`config.mk`:
```
export PLATFORM = sky130hd
export DESIGN_NAME = uart_8n1_receiver_fifo
export DESIGN_NICKNAME = d
export VERILOG_FILES = /design/src/rtl/u8rx_pkg.sv /design/src/rtl/uart_8n1_receiver_fifo.sv /design/src/rtl/u8rx_deframer.sv
export SDC_FILE = /design/constraint.sdc
export NUM_CORES = 1
export LEC_CHECK = 0
export BUFFER_PORTS_ARGS = -buffer_cell sky130_fd_sc_hd__buf_4
export CAP_MARGIN = 40
export CORE_MARGIN = 2
export CORE_UTILIZATION = 66
export CTS_CLUSTER_DIAMETER = 40
export DETAILED_ROUTE_END_ITERATION = 6
export GPL_ROUTABILITY_DRIVEN = 0
export PLACE_DENSITY = 0.92
export SLEW_MARGIN = 10
export SYNTH_ARGS = -nofsm -noshare
export SYNTH_HDL_FRONTEND = slang
export SYNTH_SLANG_ARGS = --single-unit
```
`constraint.sdc`:
```
create_clock -name clk -period 10.9 [get_ports clk]
set_input_delay 0 -clock clk [delete_from_list [all_inputs] [get_ports clk]]
set_output_delay 0 -clock clk [all_outputs]
set_load 0.02 [all_outputs]
```
`src/rtl/u8rx_pkg.sv`:
```
`timescale 1ns / 1ps
// ----------------------------------------------------------------------------
// u8rx_pkg
// shared types and constants of the 8n1 receiver with receive fifo
// ----------------------------------------------------------------------------
package u8rx_pkg;

  // receive fifo, holds FIFO_DEPTH-1 bytes
  localparam int FIFO_DEPTH = 64;
  localparam int PTR_W      = $clog2(FIFO_DEPTH);

  // serial framing
  localparam int          DATA_BITS  = 8;
  localparam logic [3:0]  LAST_BIT   = 4'(DATA_BITS);
  localparam logic [15:0] MIN_PERIOD = 16'd4;
  localparam logic [15:0] RST_PERIOD = 16'd434;

  // configuration register index (paddr[2])
  localparam logic REG_BIT_PERIOD = 1'b0;

  typedef enum logic [1:0] {
    RX_IDLE  = 2'd0,
    RX_START = 2'd1,
    RX_DATA  = 2'd2,
    RX_STOP  = 2'd3
  } rx_state_t;

  // deframer to fifo control
  typedef struct packed {
    logic       done;
    logic [7:0] data;
  } frame_t;

endpackage

```
`src/rtl/uart_8n1_receiver_fifo.sv`:
```
`timescale 1ns / 1ps
// ----------------------------------------------------------------------------
// uart_8n1_receiver_fifo
// 8n1 serial receiver with a receive ring fifo, one line sample per word
// ----------------------------------------------------------------------------
// the result word is registered and valid in the cycle after its input word is accepted
// throughput: one word per cycle while m_tready keeps the output register free, set by
//   the single register stage between the line sampler / fifo pointers and the output register
// reset (rst, synchronous): receiver idle, fifo empty, bit period 434, no
//   result pending; fifo byte storage is not cleared, no clearing pass
// ----------------------------------------------------------------------------
module uart_8n1_receiver_fifo
  import u8rx_pkg::*;
(
  input  logic        clk,
  input  logic        rst,
  // input stream
  input  logic        s_tvalid,
  output logic        s_tready,
  input  logic [7:0]  s_tdata,   // [0] rx_level, [1] pop_request, rest zero
  // result stream
  output logic        m_tvalid,
  input  logic        m_tready,
  output logic [15:0] m_tdata,   // [7:0] read_data, [8] data_available,
                                 // [9] byte_received, [10] overflow, rest zero
  // configuration
  input  logic        psel,
  input  logic        penable,
  input  logic        pwrite,
  input  logic [2:0]  paddr,
  input  logic [31:0] pwdata,
  output logic [31:0] prdata,
  output logic        pready
);

  // --------------------------------------------------------------------------
  // configuration register
  // --------------------------------------------------------------------------
  logic [15:0] bit_period_ticks;
  logic [15:0] period;
  logic        cfg_write;

  assign pready    = 1'b1;
  assign cfg_write = psel && penable && pwrite && pready;

  always_ff @(posedge clk) begin
    if (rst) begin
      bit_period_ticks <= RST_PERIOD;
    end else if (cfg_write && paddr[2] == REG_BIT_PERIOD) begin
      bit_period_ticks <= pwdata[15:0];
    end
  end

  always_comb begin
    prdata = '0;
    if (paddr[2] == REG_BIT_PERIOD) begin
      prdata = {16'd0, bit_period_ticks};
    end
  end

  // very short periods are clamped so the half-bit wait is never zero
  assign period = (bit_period_ticks < MIN_PERIOD) ? MIN_PERIOD : bit_period_ticks;

  // --------------------------------------------------------------------------
  // input handshake: the output register frees up when its word is taken
  // --------------------------------------------------------------------------
  logic s_acc;
  logic rx_level;
  logic pop_request;

  assign s_tready    = !m_tvalid || m_tready;
  assign s_acc       = s_tvalid && s_tready;
  assign rx_level    = s_tdata[0];
  assign pop_request = s_tdata[1];

  // --------------------------------------------------------------------------
  // line deframer
  // --------------------------------------------------------------------------
  frame_t frame;

  u8rx_deframer u_deframer (
    .clk     (clk),
    .rst     (rst),
    .advance (s_acc),
    .level   (rx_level),
    .period  (period),
    .frame   (frame)
  );

  // --------------------------------------------------------------------------
  // ring fifo: pop is served first from the old contents, then a finished
  // byte may take the slot the pop just freed
  // --------------------------------------------------------------------------
  logic [7:0]       fifo_store [FIFO_DEPTH];
  logic [PTR_W-1:0] write_pointer, write_pointer_next;
  logic [PTR_W-1:0] read_pointer, read_pointer_next;
  logic [PTR_W-1:0] wp_inc, rp_inc;
  logic             pop_ok, push_ok, drop;

  function automatic logic [PTR_W-1:0] ring_next(input logic [PTR_W-1:0] p);
    return (p == PTR_W'(FIFO_DEPTH - 1)) ? '0 : p + PTR_W'(1);
  endfunction

  assign rp_inc = ring_next(read_pointer);
  assign wp_inc = ring_next(write_pointer);

  always_comb begin
    pop_ok             = pop_request && (read_pointer != write_pointer);
    read_pointer_next  = pop_ok ? rp_inc : read_pointer;
    // full is judged against the pointer after this word's pop
    push_ok            = frame.done && (wp_inc != read_pointer_next);
    drop               = frame.done && (wp_inc == read_pointer_next);
    write_pointer_next = push_ok ? wp_inc : write_pointer;
  end

  always_ff @(posedge clk) begin
    if (rst) begin
      write_pointer <= '0;
      read_pointer  <= '0;
    end else if (s_acc) begin
      write_pointer <= write_pointer_next;
      read_pointer  <= read_pointer_next;
    end
  end

  // storage: write at write_pointer, registered read at read_pointer; a
  // popped slot never equals the slot written in the same word
  logic [7:0] rd_q;

  always_ff @(posedge clk) begin
    if (s_acc && push_ok) begin
      fifo_store[write_pointer] <= frame.data;
    end
    if (s_acc) begin
      rd_q <= fifo_store[read_pointer];
    end
  end

  // --------------------------------------------------------------------------
  // result register
  // --------------------------------------------------------------------------
  logic res_pop, res_avail, res_got, res_ovf;

  always_ff @(posedge clk) begin
    if (rst) begin
      m_tvalid <= 1'b0;
    end else if (s_acc) begin
      m_tvalid <= 1'b1;
    end else if (m_tready) begin
      m_tvalid <= 1'b0;
    end
  end

  always_ff @(posedge clk) begin
    if (s_acc) begin
      res_pop   <= pop_ok;
      res_avail <= (write_pointer_next != read_pointer_next);
      res_got   <= push_ok;
      res_ovf   <= drop;
    end
  end

  // read_data reads zero when nothing was popped
  assign m_tdata = {5'd0, res_ovf, res_got, res_avail, (res_pop ? rd_q : 8'd0)};

  // --------------------------------------------------------------------------
  // assertions
  // --------------------------------------------------------------------------
  // a finished byte is either stored or dropped, never both
  a_got_xor_ovf: assert property (@(posedge clk) disable iff (rst)
    m_tvalid |-> !(res_got && res_ovf))
    else $error("byte both stored and dropped");

  // a stored byte leaves the fifo nonempty
  a_got_avail: assert property (@(posedge clk) disable iff (rst)
    (m_tvalid && res_got) |-> res_avail)
    else $error("byte stored but fifo reads empty");

  // a pop on an empty fifo leaves the read pointer alone
  a_empty_pop: assert property (@(posedge clk) disable iff (rst)
    (s_acc && pop_request && read_pointer == write_pointer) |=>
      $stable(read_pointer))
    else $error("read pointer moved on empty pop");

  // no result is pending right after reset
  a_rst_idle: assert property (@(posedge clk)
    rst |=> !m_tvalid)
    else $error("result valid after reset");

endmodule

```
`src/rtl/u8rx_deframer.sv`:
```
`timescale 1ns / 1ps
// ----------------------------------------------------------------------------
// u8rx_deframer
// start / data / stop bit timing and data shift register, one tick per word
// ----------------------------------------------------------------------------
module u8rx_deframer
  import u8rx_pkg::*;
(
  input  logic        clk,
  input  logic        rst,
  input  logic        advance,
  input  logic        level,
  input  logic [15:0] period,
  output frame_t      frame
);

  rx_state_t   state, state_next;
  logic [15:0] tick_count, tick_count_next;
  logic [3:0]  bit_index, bit_index_next;
  logic [7:0]  shift_byte, shift_byte_next;
  logic [15:0] tick_inc;
  logic [3:0]  bit_inc;
  logic        done;

  assign tick_inc = tick_count + 16'd1;
  assign bit_inc  = bit_index + 4'd1;

  always_comb begin
    state_next      = state;
    tick_count_next = tick_count;
    bit_index_next  = bit_index;
    shift_byte_next = shift_byte;
    done            = 1'b0;
    unique case (state)
      RX_IDLE: begin
        if (!level) begin
          state_next      = RX_START;
          tick_count_next = '0;
          bit_index_next  = '0;
          shift_byte_next = '0;
        end
      end
      RX_START: begin
        tick_count_next = tick_inc;
        // middle of the start bit
        if (tick_inc >= {1'b0, period[15:1]}) begin
          state_next      = RX_DATA;
          tick_count_next = '0;
        end
      end
      RX_DATA: begin
        tick_count_next = tick_inc;
        if (tick_inc >= period) begin
          tick_count_next = '0;
          shift_byte_next = {level, shift_byte[7:1]};
          bit_index_next  = bit_inc;
          if (bit_inc >= LAST_BIT) begin
            bit_index_next = '0;
            state_next     = RX_STOP;
          end
        end
      end
      RX_STOP: begin
        tick_count_next = tick_inc;
        // stop level is not checked
        if (tick_inc >= period) begin
          tick_count_next = '0;
          state_next      = RX_IDLE;
          done            = 1'b1;
        end
      end
      default: state_next = RX_IDLE;
    endcase
  end

  always_ff @(posedge clk) begin
    if (rst) begin
      state      <= RX_IDLE;
      tick_count <= '0;
      bit_index  <= '0;
      shift_byte <= '0;
    end else if (advance) begin
      state      <= state_next;
      tick_count <= tick_count_next;
      bit_index  <= bit_index_next;
      shift_byte <= shift_byte_next;
    end
  end

  assign frame.done = done;
  assign frame.data = shift_byte;

endmodule
```
==> summary.md <==
| Metric | Value |
|---|---|
| Run status | finished, final reports clean |
| Placed instance area | 25700 um^2 |
| Drt via density | 7.20 |
| Worst slew margin | around a fifth |
| Critical path class | register to register |
| CP max stage delay | 890 ps |
| Chip height | ~200 um |
| Synth unique cells | 70 |
| First-pass GRT wire length | 98800 um |
| MaxCap Viol Count | 0 |
| Drt drc | 0 |
| Die ar. | 38700 um^2 |
| Sequential share of the synthesized area | 69.0% |
| Max Slew Vio Count | 0 |
| GR Overflow Total | 0 |
| Delay-heaviest family, CP | simple AND/OR/NAND/NOR gates |
| Largest net degree at the start of global routing | 133 |
| Synthesized area | 24500 um^2 |
| Vias in the first global route | 15.1k |
| P&R area growth vs syn | 15.3% |
| Final WL | 66800 um |
| Net count, final | 1631 |
| Final setup TNS | 0 ps |
| Unrepaired setup endpoints after global routing | false |
| Critical path, cell by cell | ha_1, and3_1, and3_1, and3_1, and3_1, nand3_1, xnor2_1, ha_1, and4_1, and4_1, a221o_1, o21ai_0, a41oi_4, nand2_2, buf_4, nor3_1, buf_2 |
| Hold/Removal Path Class | input port to register |
| Fin crit share | approximately 52% |
| Hold Path End | bit_period_ticks[5]$_SDFFE_PP1P_ |
| Req. time, crit path | 11200 ps |
| Setup crit start kind | register |
| Die span in x | 197 um |
| Port bufs | between 50 and 60 |
| Root Driver | clkbuf_16 |
| Max Clk Rate | 176 MHz |
| Top cell type's share of synthesized area | 64.2% |
| Largest vdd supply drop | 0.147 mV |
| Setup Buffers After CTS | 0 |
| Min Tclk post-route | 5680 ps |
| Via count | between 10k and 15k |
| CTS Buffer Depth | 3 |
| R2R setup slack | 5220 ps |
| Launch point of the worst reg-to-reg path | u_deframer.tick_count[0]$_SDFFE_PP0P_ |
| Hold Vio Cnt, Final | 0 |
| Per-cell routed wire length | 32.4 um |
| CP endpoint kind | register |
| RR Endpoint | fifo_store[7][4]$_DFFE_PP_ |
| CTS Hold Buffers Added | 34 |
| Number of antenna diodes | 0 |
| Crit-path max FO | between 60 and 70 |
| DR pass1 iterations | 6 |
| Clock-pin slew on the worst setup and hold paths | 60 ps |
| Initial Util | 67.0% |
| Cts repair resizes | 0 |
| #FFs+latches synth | 583 |
| Leading register cell type out of synthesis | edfxtp_1 |
| Setup Skew | 39.4 ps |
| Hold path start | pwdata[5] |
| Clk sink count | 583 |
| Critical Path AT | 5980 ps |
| Post-synthesis cell count | 1385 |
| Area of the multi-input gates | a little over 7000 um^2 |
| Top cells by area, synth | edfxtp_1 (64%), mux4_2 (15%), dfxtp_1 (4.8%) |
| TritonCTS Buffers | 68 |
| CTS tree | yes |
| Initial drt markers | ~2.5k |
| Core area | 36600 um^2 |
| Most used cell, CP | and3_1 |
| Worst Reg-to-Reg Cells | 17 |
| FF/Latch Area | 16900 um^2 |
| Cell Pwr Density | about 170 nW/um^2 |
| Number of antenna violations at the first check in global routing | 1 |
| Number of I/O pins | between 100 and 150 |
| Least-Margin Pin Slew | between 1000 and 1500 ps |
| Latest clock arrival within the worst-skew pair | 610 ps |
| Count leader, synth | edfxtp_1 |
| Count of final setup violators | 0 |
| Most frequent cells after synthesis | edfxtp_1 (524), mux4_2 (160), nor3_1 (70) |
| FILL cells | 1732 |
| GR Util All Layers | a little over a third |
| Power after layout | between 4 and 5 mW |
| EDFF count, synth | 524 |
| Detail Placement HPWL | 36000 um |
| Syn avg cell area | 17.7 um^2 |
| Cell area after layout | 28300 um^2 |
| Yosys warns | 0 |
| Synth area leader | edfxtp_1 |
| H-tree level count | 3 |
| Slowest-stage cell, CP | nor3_1 |
| Buffer and inverter count on the worst path | 2 |
| Hold Path Stages | 3 |
| ANT nets after route | 0 |
| Async SR Flop Fraction | 0% |
| Leak | 9.58 nW |
| Row count | 70 |
| Fraction of layout cells with a size suffix above 1 | 27.2% |
## cells in the final DEF, fill, tap and decap left out, types with 7 or more instances in the layout
cell / synthesis / layout
a22oi_1: 12 / 12
dfxtp_1: 59 / 48
clkinv_2: 0 / 10
nand2b_1: 8 / 8
clkbuf_1: 48 / 9
nor3_1: 70 / 70
clkinv_1: 0 / 9
conb_1: 2 / 22
mux2i_1: 14 / 14
and2_1: 10 / 10
inv_1: 27 / 27
edfxtp_1: 524 / 524
a31oi_1: 7 / 7
xor2_1: 16 / 16
o21ai_0: 25 / 25
buf_2: 7 / 43
and3_1: 9 / 9
clkbuf_16: 0 / 71
dfxtp_2: 0 / 9
nand3_1: 18 / 18
a21oi_1: 32 / 32
nand3b_1: 7 / 7
mux2_2: 8 / 8
nor2b_1: 10 / 10
ha_1: 39 / 39
mux4_2: 160 / 160
nor2_1: 64 / 64
nand2_1: 58 / 57
a21o_1: 10 / 10
buf_4: 27 / 86
xnor2_1: 14 / 14
dlygate4sd3_1: 0 / 34
## routing by layer
metal | wire length [um] | track usage [%] | vias up
met1 | 21400 | 44.8 | 7322
li1 | - | - | 5830
met4 | 4620 | 20.4 | 0
met3 | 7550 | 7.26 | 323
met2 | 33200 | 59.1 | 1368
met5 | 0 | 0 | -
## registers in the layout, indices dropped and copies added, names as in the netlist, 4 cells and up
| register | count |
|---|---|
| fifo_store | 512 |
| bit_period_ticks | 16 |
| u_deframer.tick_count | 16 |
| rd_q | 8 |
| u_deframer.shift_byte | 8 |
| read_pointer | 6 |
| write_pointer | 6 |
| u_deframer.bit_index | 4 |
## how the worst max path moves through the flow
stage | start | end | slack [ps] | depth (start not counted)
3_3_place_gp | u_deframer.tick_count[0]$_SDFFE_PP0P_ | fifo_store[25][2]$_DFFE_PP_ | 5680 | 16
6_report | u_deframer.tick_count[0]$_SDFFE_PP0P_ | fifo_store[7][4]$_DFFE_PP_ | 5220 | 17
5_1_grt | u_deframer.tick_count[0]$_SDFFE_PP0P_ | fifo_store[7][2]$_DFFE_PP_ | 5030 | 17
3_5_place_dp | u_deframer.tick_count[0]$_SDFFE_PP0P_ | fifo_store[7][2]$_DFFE_PP_ | 5510 | 17
2_1_floorplan | u_deframer.tick_count[0]$_SDFFE_PP0P_ | fifo_store[45][0]$_DFFE_PP_ | 6430 | 18
4_1_cts | u_deframer.tick_count[0]$_SDFFE_PP0P_ | fifo_store[12][7]$_DFFE_PP_ | 5370 | 17
## power breakdown
| group | internal, mW | leakage [nW] | total, mW | switching [mW] |
|---|---|---|---|---|
| registers | 2.41 | 5.34 | 2.42 | 0.00871 |
| clock network | 1.36 | 1.10 | 2.28 | 0.923 |
| logic | 0.0857 | 3.14 | 0.195 | 0.109 |
| total | 3.85 | 9.58 | 4.89 | 1.04 |
## worst register-to-register path, delay by kind of cell, from the launching register on
| kind | cells | cell delay [ps] |
|---|---|---|
| buffers and inverters | 2 | 680 |
| xor gates and xnor gates | 1 | 370 |
| AOI/OAI and AO/OA | 3 | 860 |
| DFF | 1 | 470 |
| adders and majority gates | 2 | 460 |
| and+or+nand+nor | 9 | 2540 |
## area by class of cell
| class | instances | area share (%) |
|---|---|---|
| multi-input combinational | 692 | 25.0 |
| clock inverter | 39 | 1.40 |
| clock buffer | 82 | 6.50 |
| tap | 468 | 2.07 |
| timing repair buffer | 170 | 4.78 |
| sequential | 583 | 59.9 |
| inverter | 27 | 0.358 |
## kinds of logic (layout without fill, tap and decap cells)
| family | after synthesis | after routing | synth area share, % |
|---|---|---|---|
| other cells | 2 | 22 | 0.0306 |
| fa+ha+maj | 39 | 39 | 1.99 |
| buf+inv | 130 | 318 | 2.50 |
| simple gates | 289 | 289 | 5.96 |
| mux | 185 | 185 | 15.8 |
| compound gates | 125 | 125 | 3.50 |
| flops | 583 | 583 | 69.0 |
| xor+xnor | 32 | 32 | 1.20 |
## through the flow
| step | instances | utilization [%] | setup slack, ps | hold slack (ps) |
|---|---|---|---|---|
| 2_1_floorplan | 1405 | - | 6430 | 118 |
| 3_3_place_gp | 1841 | 68.9 | 5680 | 206 |
| 3_5_place_dp | 1904 | 70.1 | 5510 | 212 |
| 4_1_cts | 2059 | 77.2 | 5370 | 159 |
| 5_1_grt | 2061 | 77.2 | 5030 | 199 |
| 6_report | 2061 | 77.2 | 5220 | 182 |
Note: power is estimated with default switching activity, not from simulation.
